==> src/rtl/core/csq_pkg.sv <==
// Package for the counting semaphore with FIFO wait queue.
// Holds field widths, counter limits and the operation codes.
// No dependencies.
`default_nettype none

package csq_pkg;

	// Field widths of the request and result.
	localparam int OP_W    = 2;
	localparam int ID_W    = 8;
	localparam int INIT_W  = 8;

	// Semaphore counter: signed, saturating.
	localparam int COUNT_W = 10;
	localparam logic signed [COUNT_W-1:0] COUNT_MAX   = 10'sd511;
	localparam logic signed [COUNT_W-1:0] COUNT_MIN   = -10'sd512;
	localparam logic signed [COUNT_W-1:0] COUNT_RESET = 10'sd1;

	// Operation codes of a request.
	typedef enum logic [OP_W-1:0] {
		OP_WAIT       = 2'd0,
		OP_SIGNAL     = 2'd1,
		OP_SIGNAL_ALL = 2'd2,
		OP_NOP        = 2'd3
	} op_t;

endpackage : csq_pkg

`default_nettype wire

==> src/rtl/core/csq_id_mem.sv <==
// Blocked-id store of the semaphore: one write port, one synchronous read port.
// The read returns the written data when both ports hit the same entry.
// Depends on csq_pkg.
`default_nettype none

module csq_id_mem #(
	parameter int DEPTH = 16
) (
	input  wire logic                                clk,
	input  wire logic                                wr_en,
	input  wire logic [$clog2(DEPTH)-1:0]            wr_addr,
	input  wire logic [csq_pkg::ID_W-1:0]            wr_data,
	input  wire logic [$clog2(DEPTH)-1:0]            rd_addr,
	output logic      [csq_pkg::ID_W-1:0]            rd_data
);
	import csq_pkg::*;

	logic [ID_W-1:0] mem [DEPTH];
	logic [ID_W-1:0] rd_data_q;

	// Write port.
	always_ff @(posedge clk) begin
		if (wr_en) begin
			mem[wr_addr] <= wr_data;
		end
	end

	// Read port with write-first forwarding on an address collision.
	always_ff @(posedge clk) begin
		if (wr_en && (wr_addr == rd_addr)) begin
			rd_data_q <= wr_data;
		end else begin
			rd_data_q <= mem[rd_addr];
		end
	end

	assign rd_data = rd_data_q;

endmodule : csq_id_mem

`default_nettype wire

==> src/rtl/core/counting_semaphore_wait_queue.sv <==
// Top level of the counting semaphore with FIFO wait queue.
// Instantiates csq_id_mem; depends on csq_pkg.
`default_nettype none

// A wait, signal or signal-all request is taken and its result is in the
// output register on the next cycle. A new request is taken only while that
// register is empty or its result is taken in the same cycle, so requests
// follow back to back while the result side does not stall.
// A signal-all that releases N queued ids gives N results, one per cycle
// while the result side does not stall, and takes no new request until the
// last is in the output register; that drain rate is set by the single read
// port of the id memory, which always holds the oldest queued id ready.
// The counter saturates at -512 and 511 and is reloaded from cfg_wr_data on
// every configuration write; the queue is kept across such writes.
// No clearing pass is needed after reset.
module counting_semaphore_wait_queue #(
	parameter int QUEUE_DEPTH = 16
) (
	input  wire logic                          clk,
	input  wire logic                          arst_n,
	// Configuration.
	input  wire logic                          cfg_wr_en,
	input  wire logic [csq_pkg::INIT_W-1:0]    cfg_wr_data,
	// Request channel.
	input  wire logic                          in_valid,
	output logic                               in_stall,
	input  wire logic [csq_pkg::OP_W-1:0]      operation,
	input  wire logic [csq_pkg::ID_W-1:0]      process_id,
	// Result channel.
	output logic                               out_valid,
	input  wire logic                          out_stall,
	output logic                               proceed,
	output logic                               woken_valid,
	output logic [csq_pkg::ID_W-1:0]           woken_id,
	output logic                               queue_full_error,
	output logic                               last
);
	import csq_pkg::*;

	localparam int PTR_W  = $clog2(QUEUE_DEPTH);
	localparam int FILL_W = $clog2(QUEUE_DEPTH + 1);
	localparam logic [PTR_W-1:0]  PTR_LAST  = PTR_W'(QUEUE_DEPTH - 1);
	localparam logic [FILL_W-1:0] FILL_FULL = FILL_W'(QUEUE_DEPTH);
	localparam logic [FILL_W-1:0] FILL_ONE  = FILL_W'(1);

	typedef enum logic [1:0] {
		ST_IDLE  = 2'b01,
		ST_DRAIN = 2'b10
	} state_t;

	state_t                     state_q, state_d;
	logic signed [COUNT_W-1:0]  count_q, count_d, count_dec, count_inc;
	logic [PTR_W-1:0]           head_q, head_d, tail_q, tail_d;
	logic [FILL_W-1:0]          fill_q, fill_d;

	logic                       out_valid_q, out_free, out_load;
	logic                       proceed_q, woken_valid_q, queue_full_error_q, last_q;
	logic [ID_W-1:0]            woken_id_q;
	logic                       res_proceed, res_woken_valid, res_error, res_last;
	logic [ID_W-1:0]            res_woken_id;

	logic                       in_take;
	op_t                        op;
	logic                       mem_wr_en;
	logic [ID_W-1:0]            head_id;

	// Next slot in the circular queue.
	function automatic logic [PTR_W-1:0] next_slot(input logic [PTR_W-1:0] p);
		next_slot = (p == PTR_LAST) ? '0 : p + PTR_W'(1);
	endfunction

	// The output register can take a new result this cycle.
	assign out_free = !out_valid_q || !out_stall;
	assign in_stall = (state_q != ST_IDLE) || !out_free;
	assign in_take  = in_valid && !in_stall;
	assign op       = op_t'(operation);

	// Saturating counter steps.
	assign count_dec = (count_q == COUNT_MIN) ? COUNT_MIN : count_q - COUNT_W'(1);
	assign count_inc = (count_q == COUNT_MAX) ? COUNT_MAX : count_q + COUNT_W'(1);

	// Request decode, queue update and result formation.
	always_comb begin
		state_d         = state_q;
		count_d         = count_q;
		head_d          = head_q;
		tail_d          = tail_q;
		fill_d          = fill_q;
		mem_wr_en       = 1'b0;
		out_load        = 1'b0;
		res_proceed     = 1'b0;
		res_woken_valid = 1'b0;
		res_woken_id    = '0;
		res_error       = 1'b0;
		res_last        = 1'b1;

		unique case (state_q)
			ST_IDLE: begin
				if (in_take) begin
					case (op)
						OP_WAIT: begin
							out_load = 1'b1;
							count_d  = count_dec;
							if (!count_dec[COUNT_W-1]) begin
								res_proceed = 1'b1;
							end else if (fill_q == FILL_FULL) begin
								res_error = 1'b1;
							end else begin
								mem_wr_en = 1'b1;
								tail_d    = next_slot(tail_q);
								fill_d    = fill_q + FILL_W'(1);
							end
						end
						OP_SIGNAL: begin
							out_load = 1'b1;
							count_d  = count_inc;
							if (!count_inc[COUNT_W-1] && (count_inc != '0)) begin
								res_proceed = 1'b1;
							end else if (fill_q != '0) begin
								res_woken_valid = 1'b1;
								res_woken_id    = head_id;
								head_d          = next_slot(head_q);
								fill_d          = fill_q - FILL_W'(1);
							end
						end
						OP_SIGNAL_ALL: begin
							out_load = 1'b1;
							count_d  = count_inc;
							if (!count_inc[COUNT_W-1] && (count_inc != '0)) begin
								res_proceed = 1'b1;
							end else if (fill_q != '0) begin
								res_woken_valid = 1'b1;
								res_woken_id    = head_id;
								fill_d          = fill_q - FILL_W'(1);
								if (fill_q == FILL_ONE) begin
									head_d = '0;
									tail_d = '0;
								end else begin
									res_last = 1'b0;
									head_d   = next_slot(head_q);
									state_d  = ST_DRAIN;
								end
							end
						end
						default: begin
							// Unused code: accepted and dropped without a result.
						end
					endcase
				end
			end
			ST_DRAIN: begin
				if (out_free) begin
					out_load        = 1'b1;
					res_woken_valid = 1'b1;
					res_woken_id    = head_id;
					fill_d          = fill_q - FILL_W'(1);
					if (fill_q == FILL_ONE) begin
						head_d  = '0;
						tail_d  = '0;
						state_d = ST_IDLE;
					end else begin
						res_last = 1'b0;
						head_d   = next_slot(head_q);
					end
				end
			end
			default: begin
				state_d = ST_IDLE;
			end
		endcase
	end

	// Id memory: always reads the entry that will be the head next cycle.
	csq_id_mem #(
		.DEPTH (QUEUE_DEPTH)
	) u_id_mem (
		.clk     (clk),
		.wr_en   (mem_wr_en),
		.wr_addr (tail_q),
		.wr_data (process_id),
		.rd_addr (head_d),
		.rd_data (head_id)
	);

	// Control state and counter.
	always_ff @(posedge clk or negedge arst_n) begin
		if (!arst_n) begin
			state_q     <= ST_IDLE;
			count_q     <= COUNT_RESET;
			head_q      <= '0;
			tail_q      <= '0;
			fill_q      <= '0;
			out_valid_q <= 1'b0;
		end else begin
			state_q <= state_d;
			head_q  <= head_d;
			tail_q  <= tail_d;
			fill_q  <= fill_d;
			if (cfg_wr_en) begin
				count_q <= COUNT_W'(cfg_wr_data);
			end else begin
				count_q <= count_d;
			end
			if (out_load) begin
				out_valid_q <= 1'b1;
			end else if (!out_stall) begin
				out_valid_q <= 1'b0;
			end
		end
	end

	// Result payload register.
	always_ff @(posedge clk) begin
		if (out_load) begin
			proceed_q          <= res_proceed;
			woken_valid_q      <= res_woken_valid;
			woken_id_q         <= res_woken_id;
			queue_full_error_q <= res_error;
			last_q             <= res_last;
		end
	end

	assign out_valid        = out_valid_q;
	assign proceed          = proceed_q;
	assign woken_valid      = woken_valid_q;
	assign woken_id         = woken_id_q;
	assign queue_full_error = queue_full_error_q;
	assign last             = last_q;

endmodule : counting_semaphore_wait_queue

`default_nettype wire
==> config.mk <==
export PLATFORM = sky130hd
export DESIGN_NAME = counting_semaphore_wait_queue
export DESIGN_NICKNAME = d
export VERILOG_FILES = /design/src/rtl/core/csq_pkg.sv /design/src/rtl/core/csq_id_mem.sv /design/src/rtl/core/counting_semaphore_wait_queue.sv
export SDC_FILE = /design/constraint.sdc
export NUM_CORES = 1
export LEC_CHECK = 0
export BUFFER_PORTS_ARGS = -buffer_cell sky130_fd_sc_hd__buf_4
export CORE_ASPECT_RATIO = 1.75
export CORE_MARGIN = 10
export CORE_UTILIZATION = 40
export CTS_CLUSTER_SIZE = 20
export DETAILED_ROUTE_END_ITERATION = 10
export PLACE_DENSITY = 0.57
export RECOVER_POWER = 50
export SETUP_SLACK_MARGIN = 0.02
export SLEW_MARGIN = 20
export SYNTH_ARGS = -nofsm -noshare
export SYNTH_HDL_FRONTEND = slang
export SYNTH_HIERARCHICAL = 1
export SYNTH_SLANG_ARGS = --single-unit
==> constraint.sdc <==
create_clock -name clk -period 4.1 [get_ports clk]
set_clock_uncertainty 0.1 [all_clocks]
set_input_delay 0 -clock clk [delete_from_list [all_inputs] [get_ports clk]]
set_output_delay 0 -clock clk [all_outputs]
set_load 0.01 [all_outputs]
Word-level counts from Yosys, hierarchy flattened
Memories as Yosys holds them, arrays and structs flattened. A register that Yosys moved wholly into a read port is not among the register bits.
Index checks and enable logic that the tools add are counted.
- bits in registers: 38
- memory bits (writable): 128
- output and inout bits: 14
- logic and storage cells: 146
- memories kept: 1
- memory list (memory ; depth ; bits a word ; read ports ; clocked after memory_dff ; write ports ; RTL line ; source):
    u_id_mem.mem ; 16 ; 8 ; 1 ; 1 ; 1 ; csq_id_mem.sv:18 ; logic [ID_W-1:0] mem [DEPTH];
- $add $sub $neg: 6
- equal/unequal tests: 27
- muxes and demuxes: 77
- reduce and logical (&&, ||, !) cells: 24
- operators by type and width (operator ; number):
    $mux W4 ; 16
    $mux W10 ; 5
    $mux W8 ; 5
    $pmux W4 S2 ; 4
    $mux W5 ; 6
    $mux W1 ; 25
    $eq A10 B10 Y1 const B ; 2
    $pmux W10 S2 ; 1
    $pmux W5 S2 ; 2
    $ne A3 B3 Y1 const B ; 6
    $pmux W8 S2 ; 1
    $reduce_and A8 Y1 ; 2
    $mux W2 ; 7
    $ne A2 B2 Y1 const B ; 6
    $add A10 B2 Y10 const B ; 1
    $reduce_bool A10 Y1 ; 1
    $sub A10 B2 Y10 const B ; 1
    $add A4 B1 Y4 const B ; 2
    $eq A4 B4 Y1 const B ; 2
    $pmux W1 S2 ; 4
    $reduce_and A7 Y1 ; 1
    $ne A2 B1 Y1 const B ; 3
    $reduce_bool A2 Y1 ; 3
    $add A5 B1 Y5 const B ; 1
    other kinds (19) ; 27

Logic depth before layout (Yosys ltp)
Gate-level depths: netlist (run 1).
- depth in word-level cells: 10
- gate-level depth with buffers: 10
- mapped depth without buffers: 9

Cells and area by module
The synthesis (run 1) kept the hierarchy.
- by module, submodules not included (module ; times used ; cells an instance ; area an instance (µm²) ; seq. area each (µm²)):
    csq_id_mem ; 1 ; 225 ; 5067.4 ; 3923.8
    counting_semaphore_wait_queue ; 1 ; 340 ; 2935.3 ; 1013.5

Worst setup path after synthesis (run 1)
OpenSTA, ideal clock, no wires.
- path kind: reg2reg
- start: register count_q[0]
- end: memory u_id_mem.mem[0][0] (enable)
- setup time: 0.383 ns
- data arrival time: 3.266 ns
- data required time: 3.617 ns
- path slack: 0.350 ns
- cell stages (with the launch flop): 10
- buffers on the path: 1
- clock period less this slack: 3.750 ns
- cell sequence: dfstp_2 -> clkbuf_1 -> inv_1 -> ha_1 -> or4b_4 -> a2111o_1 -> a21boi_2 -> and3_1 -> or3b_2 -> nor3_1
- cells in the longest elaborated chain, start to end: 8
- elaborated cells between the ends (all ways): 9
- ends and longest elaborated chain (element ; RTL line ; source):
    from (decl) ; counting_semaphore_wait_queue.sv:52 ; logic signed [COUNT_W-1:0] count_q, count_d, count_dec, count_inc;
    from (signal assigned) ; counting_semaphore_wait_queue.sv:200 ; count_q <= COUNT_W'(cfg_wr_data);
    from (signal assigned) ; counting_semaphore_wait_queue.sv:202 ; count_q <= count_d;
    $sub A10 B2 Y10 / $eq A10 B10 Y1 (equally long branches) ; counting_semaphore_wait_queue.sv:79 ; assign count_dec = (count_q == COUNT_MIN) ? COUNT_MIN : count_q - COUNT_W'(1);
    $mux W10 (*) ; counting_semaphore_wait_queue.sv:79 ;
    $mux W1 (*) ; counting_semaphore_wait_queue.sv:104 ; if (!count_dec[COUNT_W-1]) begin
    $mux W1 (*) ; counting_semaphore_wait_queue.sv:100 ; case (op)
    $mux W1 (*) ; counting_semaphore_wait_queue.sv:99 ; if (in_take) begin
    $mux W1 (*) ; counting_semaphore_wait_queue.sv:97 ; unique case (state_q)
    via mem_wr_en ; counting_semaphore_wait_queue.sv:64 ; logic mem_wr_en;
    $mux W1 (*) ; csq_id_mem.sv:23 ; if (wr_en) begin
    $mux W1 (not written as such) (*) ; csq_id_mem.sv:24 ; mem[wr_addr] <= wr_data;
    to (decl) ; csq_id_mem.sv:18 ;
Mark *: on every way through the listed nets, which the timed path passes. The rest lies on a longest branch.

Worst setup path in the final report (run 1)
- start: register count_q[1]
- end: memory u_id_mem.mem[0][5] (enable)
The elaborated chain is that of the path after synthesis.

==> results of run 1 <==
-- layout by cell type, fill, tap and decap left out, types with 9 or more instances in the layout --
master / n
edfxtp_1: 140
nor2_1: 40
nand2_1: 39
dlygate4sd3_1: 36
buf_4: 29
o21ai_0: 27
clkbuf_1: 25
dfrtp_1: 24
nand3_1: 22
a22oi_1: 18
mux4_2: 18
clkbuf_16: 17
a21oi_1: 16
mux4_1: 14
ha_1: 13
inv_1: 12
nor3_1: 9
-- through the flow --
| step | instances | utilization | power, µW |
|---|---|---|---|
| after CTS | 901 | 0.483 | 5110 |
| after global routing | 901 | 0.478 | 5280 |
| after global placement | 832 | 0.432 | 3320 |
| final | 901 | 0.478 | 5040 |
| after detailed placement | 832 | 0.432 | 3340 |
| after floorplan | 565 | - | 2980 |
-- metal layers --
metal	vias to the layer above	track usage
li1	2394	-
met1	2585	0.146
met2	172	0.280
met3	47	0.0304
met4	0	0.0916
met5	-	0
-- power breakdown --
part,internal [µW],switching [µW],leakage [µW]
logic,487,620,0.00128
registers,2000,214,0.00162
clock network,1040,682,0.000302
total,3520,1520,0.00319
-- layout make-up --
type,instances,area share
repair buffers,89,0.0708
inverters,12,0.00478
multi-input cells,353,0.301
clock buffers,18,0.0455
flip-flops and latches,170,0.524
clock inverters,14,0.0222
well taps,245,0.0325
-- state kept, by name, indices dropped and copies added (netlist names), named ones only --
register          cells
count_q              10
fill_q                5
head_q                4
last                  1
out_valid             1
proceed               1
queue_full_error      1
state_q               2
tail_q                4
u_id_mem/mem        128
woken_id              8
woken_valid           1
-- cells in the mapped netlist (9+ instances only) --
cell type	count
dfrtp_1	24
mux4_2	18
a22oi_1	18
edfxtp_1	140
nor3_1	9
inv_1	12
nand3_1	22
a21oi_1	16
o21ai_0	27
clkbuf_1	13
nand2_1	39
mux4_1	14
nor2_1	40
ha_1	13
-- logic make-up after synthesis --
family / count (synthesis) / share of synthesized area
xor gates and xnor gates: 12 / 0.0131
AOI/OAI and AO/OA: 119 / 0.104
DFF: 170 / 0.617
and+or+nand+nor: 174 / 0.117
muxes: 35 / 0.101
buffers and inverters: 42 / 0.0281
adders and majority gates: 13 / 0.0203
-- how the worst max path moves through the flow --
| stage | start | end | slack, ps |
|---|---|---|---|
| finish | count_q[1] | u_id_mem/mem[0][5] | 530 |
| global route | count_q[1] | u_id_mem/mem[0][6] | 280 |
| CTS | count_q[1] | u_id_mem/mem[0][5] | 580 |
| detailed placement | count_q[1] | u_id_mem/mem[0][3] | 570 |
| global placement | count_q[1] | u_id_mem/mem[0][2] | 630 |
| floorplan | count_q[0] | u_id_mem/mem[0][0] | 350 |
-- worst max-delay path: stages, from the launching register on --
cell and delay, ps:
dfrtp_1 470, inv_1 90, ha_1 200, or4b_1 530, a2111o_1 480, a21boi_2 250
and3_1 280, or3b_2 510, nor3_1 150, buf_4 200
-- repair_timing --
item,4_1_cts,5_1_grt
hold buffers,37,0
hold endpoints to repair,171,0
setup endpoints to repair,0,0
buffers inserted,0,0
==> summary.md, run 1 <==
| Metric | Value |
|---|---|
| Hold endpoint | `proceed` |
| CP Max Fanout | `9` |
| DR WL met2 | `11.0 mm` |
| Lkg Pwr | `0.00319 µW` |
| CP required | `4130 ps` |
| Min Hold Slack | `around 170 ps` |
| Clk sinks | `170` |
| Vias in the first global route | `5514` |
| Setup Crit Path Kind | `register to register` |
| RSZ-0062 raised after global routing | `no` |
| H-tree Lvls | `4` |
| Clk pin slew, worst setup/hold paths | `70 ps` |
| Vias | `5198` |
| Status | `finished, violations left` |
| Maximum VDD drop | `0.272 mV` |
| ANT cells | `0` |
| Hold Path Class | `primary input to register` |
| Largest buffer count on any clock path | `2` |
| Number of hold violations in the final report | `0` |
| Initial core utilization | `0.405` |
| Leading area contributor after synthesis | `edfxtp_1` |
| Reg area | `4940 µm²` |
| Placement Setup Slack | `570 ps` |
| Register area share after synthesis | `0.617` |
| Total track usage | `0.151` |
| Layout cells sized above 1 | `0.149` |
| Area taken by multi-input logic gates | `2840 µm²` |
| Hold Startpoint | `operation[1]` |
| Die width | `127 µm` |
| Setup crit start kind | `register` |
| Antenna viol nets, final | `0` |
| Reg-to-Reg End | `u_id_mem/mem[0][5]` |
| Main flop type after synthesis | `edfxtp_1` |
| Worst slew pin tran | `approximately 1500 ps` |
| Fmax achieved | `0.280 GHz` |
| CP arrival | `3600 ps` |
| Total congestion overflow | `0` |
| Synth top area share | `0.525` |
| Mapped Cells | `565` |
| MaxCap Viol Count | `1` |
| Yosys cell types | `73` |
| Syn_nets | `601` |
| Failing checks | `max-capacitance violations, max-slew violations` |
| PostCTS Resize Cnt | `0` |
| Rel. slew slack | `-0.00927` |
| DR top layer | `met4` |
| Crit. End Element | `register` |
| Setup_tns | `0 ps` |
| First-pass GRT wire length | `30.9 mm` |
| Initial DRC Count | `315` |
| CTS tree | `yes` |
| EDFF count, synth | `140` |
| Hold depth | `4` |
| Asr flop ratio synth | `0.153` |
| DP Area | `8520 µm²` |
| Pin count of the biggest net entering global routing | `25` |
| Power Dens Cells | `534 nW/µm²` |
| TritonCTS Buffers | `17` |
| Final min period | `between 3000 and 4000 ps` |
| Root Buffer | `clkbuf_16` |
| # IOs | `37` |
| Standard-cell rows | `68` |
| Post-Syn Area | `~8000 µm²` |
| Worst Reg-to-Reg Cells | `9` |
| Post-Layout Inst Area | `9430 µm²` |
| Drt via density | `5.77` |
| Area contributors post-synth | `edfxtp_1 53%, dfrtp_1 7.5%, mux4_2 5.1%, mux4_1 4.6%, ha_1 2.0%` |
| Routed WL | `19.6 mm` |
| Yosys warns | `6` |
| Syn Area/Cell | `14.2 µm²` |
| Met3 wire length | `between 700 and 800 µm` |
| Worst reg2reg setup slack | `530 ps` |
| Die footprint | `~26000 µm²` |
| FF+latch count, synth | `170` |
| Nets | `679` |
| RePlAce Congestion | `0.912` |
| Core Area | `19700 µm²` |
| Wire per inst | `21.8 µm` |
| Fin worst setup slack | `roughly 530 ps` |
| Fillers | `1753` |
| Worst skew pair latency | `~430 ps` |
| Final period util | `0.871` |
| Slew Limit Fails | `25` |
| Worst reg2reg startpoint | `count_q[1]` |
| Syn-to-layout area delta | `17.9%` |
| DRT Pass-1 Iters | `5` |
| # port buffers | `36` |
| DPL Wire Length | `14.2 mm` |
| Initial antenna violation count | `0` |
| Die height | `207 µm` |
| Final setup violation count | `0` |
| Remaining DRCs | `0` |
| DRT met1 WL | `6.91 mm` |
Power figures use the tool's default switching activity.
==> run 2, diff against run 1 <==
- CORE_ASPECT_RATIO: 1.75 -> 2
==> run 2 against run 1 <==
- the run still ends with max-capacitance violations, max-slew violations left
- worst setup slack worse by 25 ps
- total power down 4.8%
- flip-flop and latch count unchanged
- global-route usage up 0.15 points
- sequential share of layout area increased by 0.50 points
- largest power group unchanged
==> summary.md, run 2 (synthesized netlist as in run 1, its figures left out) <==
| Metric | Value |
|---|---|
| Status | `finished, violations left (unchanged)` |
| Failing checks | `max-capacitance violations, max-slew violations (unchanged)` |
| Clk pin slew, worst setup/hold paths | `70 ps (about the same)` |
| # IOs | `37 (unchanged)` |
| Worst reg2reg startpoint | `count_q[1] (unchanged)` |
| Root Buffer | `clkbuf_16 (unchanged)` |
| Final min period | `3600 ps (was 3570 ps)` |
| DRT Pass-1 Iters | `5 (unchanged)` |
| Maximum VDD drop | `0.252 mV (was 0.272 mV)` |
| Nets | `676 (was 679)` |
| ANT cells | `0 (unchanged)` |
| RSZ-0062 raised after global routing | `no (unchanged)` |
| TritonCTS Buffers | `17 (unchanged)` |
| CP arrival | `3550 ps (was 3600 ps)` |
| Wire per inst | `21.6 µm (was 21.8 µm)` |
| # port buffers | `36 (unchanged)` |
| Placement Setup Slack | `599 ps (was 570 ps)` |
| Vias in the first global route | `5350 (was 5514)` |
| Syn-to-layout area delta | `16.7% (was 17.9%)` |
| Clk sinks | `170 (unchanged)` |
| Initial core utilization | `0.404 (was 0.405)` |
| Hold Path Class | `primary input to register (unchanged)` |
| Fin worst setup slack | `504 ps (was 528 ps)` |
| Number of hold violations in the final report | `0 (unchanged)` |
| Crit. End Element | `register (unchanged)` |
| Final period util | `0.877 (was 0.871)` |
| Routed WL | `19.8 mm (was 19.6 mm)` |
| Drt via density | `5.68 (was 5.77)` |
| Most flop-heavy register | `u_id_mem/mem (unchanged)` |
| Lkg Pwr | `0.00312 µW (was 0.00319 µW)` |
| Pin count of the biggest net entering global routing | `33 (was 25)` |
| Setup Crit Path Kind | `register to register (unchanged)` |
| Commonest non-fill, non-tap cell in the layout | `edfxtp_1 (unchanged)` |
| Core Area | `19800 µm² (was 19700 µm²)` |
| Reg area | `4940 µm² (unchanged)` |
| Worst Reg-to-Reg Cells | `8 (was 9)` |
| Antenna viol nets, final | `0 (unchanged)` |
| Total congestion overflow | `0 (unchanged)` |
| Largest buffer count on any clock path | `2 (unchanged)` |
| Hold endpoint | `head_q[2] (was proceed)` |
| Slew Limit Fails | `25 (unchanged)` |
| Fmax achieved | `0.278 GHz (was 0.280 GHz)` |
| PostCTS Resize Cnt | `0 (unchanged)` |
| Standard-cell rows | `73 (was 68)` |
| CTS tree | `yes (unchanged)` |
| Die height | `220 µm (was 207 µm)` |
| Total track usage | `0.152 (was 0.151)` |
| Vias | `5196 (was 5198)` |
| RePlAce Congestion | `0.882 (was 0.912)` |
| Most frequent cells in the layout | `140 x edfxtp_1, 40 x nor2_1, 39 x nand2_1 (unchanged)` |
| Initial DRC Count | `324 (was 315)` |
| Layout cells sized above 1 | `0.145 (was 0.149)` |
| Final setup violation count | `0 (unchanged)` |
| Area taken by multi-input logic gates | `2840 µm² (unchanged)` |
| Min Hold Slack | `212 ps (was 175 ps)` |
| Max reg flops | `128 (unchanged)` |
| Hold depth | `5 (was 4)` |
| First-pass GRT wire length | `30.6 mm (was 30.9 mm)` |
| Initial antenna violation count | `0 (unchanged)` |
| Worst slew pin tran | `1550 ps (was 1510 ps)` |
| Fillers | `1741 (was 1753)` |
| Reg-to-Reg End | `u_id_mem/mem[11][1] (was u_id_mem/mem[0][5])` |
| DPL Wire Length | `14.3 mm (was 14.2 mm)` |
| Power Total | `4790 µW (was 5040 µW)` |
| Hold Startpoint | `operation[0] (was operation[1])` |
| MaxCap Viol Count | `1 (unchanged)` |
| Setup crit start kind | `register (unchanged)` |
| Remaining DRCs | `0 (unchanged)` |
| Die width | `120 µm (was 127 µm)` |
| H-tree Lvls | `4 (unchanged)` |
| Worst skew pair latency | `420 ps (was 430 ps)` |
| Setup_tns | `0 ps (unchanged)` |
| CP Max Fanout | `9 (unchanged)` |
| Die footprint | `26400 µm² (was 26300 µm²)` |
| Post-CTS Setup Inserts | `0 (unchanged)` |
| Worst reg2reg setup slack | `500 ps (was 530 ps)` |
| CP required | `4050 ps (was 4130 ps)` |
| Power Dens Cells | `513 nW/µm² (was 534 nW/µm²)` |
| Rel. slew slack | `-0.0338 (was -0.00927)` |
==> run 2: changes by cell type in the layout (fill, tap and decap cells not counted), sizes merged <==
cell      delta
bufinv       -4
clkinvlp     +4
inv          -4
buf          -3
clkbuf       +2
clkinv       +2
==> run 2: worst max-delay path, cell delays in order (launching register included) <==
cell	delay (ps)
dfrtp_1	470
inv_1	90
ha_1	210
or4b_1	550
a2111o_1	490
a21boi_2	250
and3_1	280
nand3b_1	170
nor2_1	610
==> run 2: layer usage <==
layer	vias up	wire length, µm	global-route usage
met4	0	851	0.0841
met2	140	11600	0.303
met1	2639	6700	0.139
met3	36	643	0.0254
li1	2381	-	-
met5	-	0	0
==> run 2: through the flow <==
step                std cells  utilization  area (µm²)
floorplan                 565            -        8000
global placement          846        0.430        8520
detailed placement        846        0.430        8520
CTS                       915        0.477        9450
global route              915        0.471        9340
finish                    915        0.471        9340
==> run 2: final cells by class <==
class / instances / area share
Clock buffer: 20 / 0.0489
Tap cell: 262 / 0.0351
Multi-Input combinational cell: 353 / 0.304
Sequential cell: 170 / 0.529
Clock inverter: 12 / 0.00991
Timing Repair Buffer: 86 / 0.0691
Inverter: 12 / 0.00482
==> run 2: worst max path at each step <==
stage / startpoint / depth (start not counted) / end
after floorplan: count_q[0] / 9 / u_id_mem/mem[0][0]
after global placement: count_q[1] / 9 / u_id_mem/mem[0][4]
after detailed placement: count_q[1] / 9 / u_id_mem/mem[0][3]
after CTS: count_q[1] / 9 / u_id_mem/mem[0][2]
after global routing: count_q[1] / 8 / u_id_mem/mem[9][4]
final: count_q[1] / 8 / u_id_mem/mem[11][1]
==> run 2: report_power, final <==
group | leakage (µW) | total, µW | switching [µW] | internal, µW
Combinational | 0.00126 | 1120 | 626 | 491
Clock | 0.000248 | 1470 | 662 | 812
Sequential | 0.00162 | 2200 | 206 | 2000
==> run 2: timing repair <==
action                     in CTS  in global routing
hold endpoints to repair      168                  0
setup endpoints to repair       0                  0
hold buffers                   37                  0
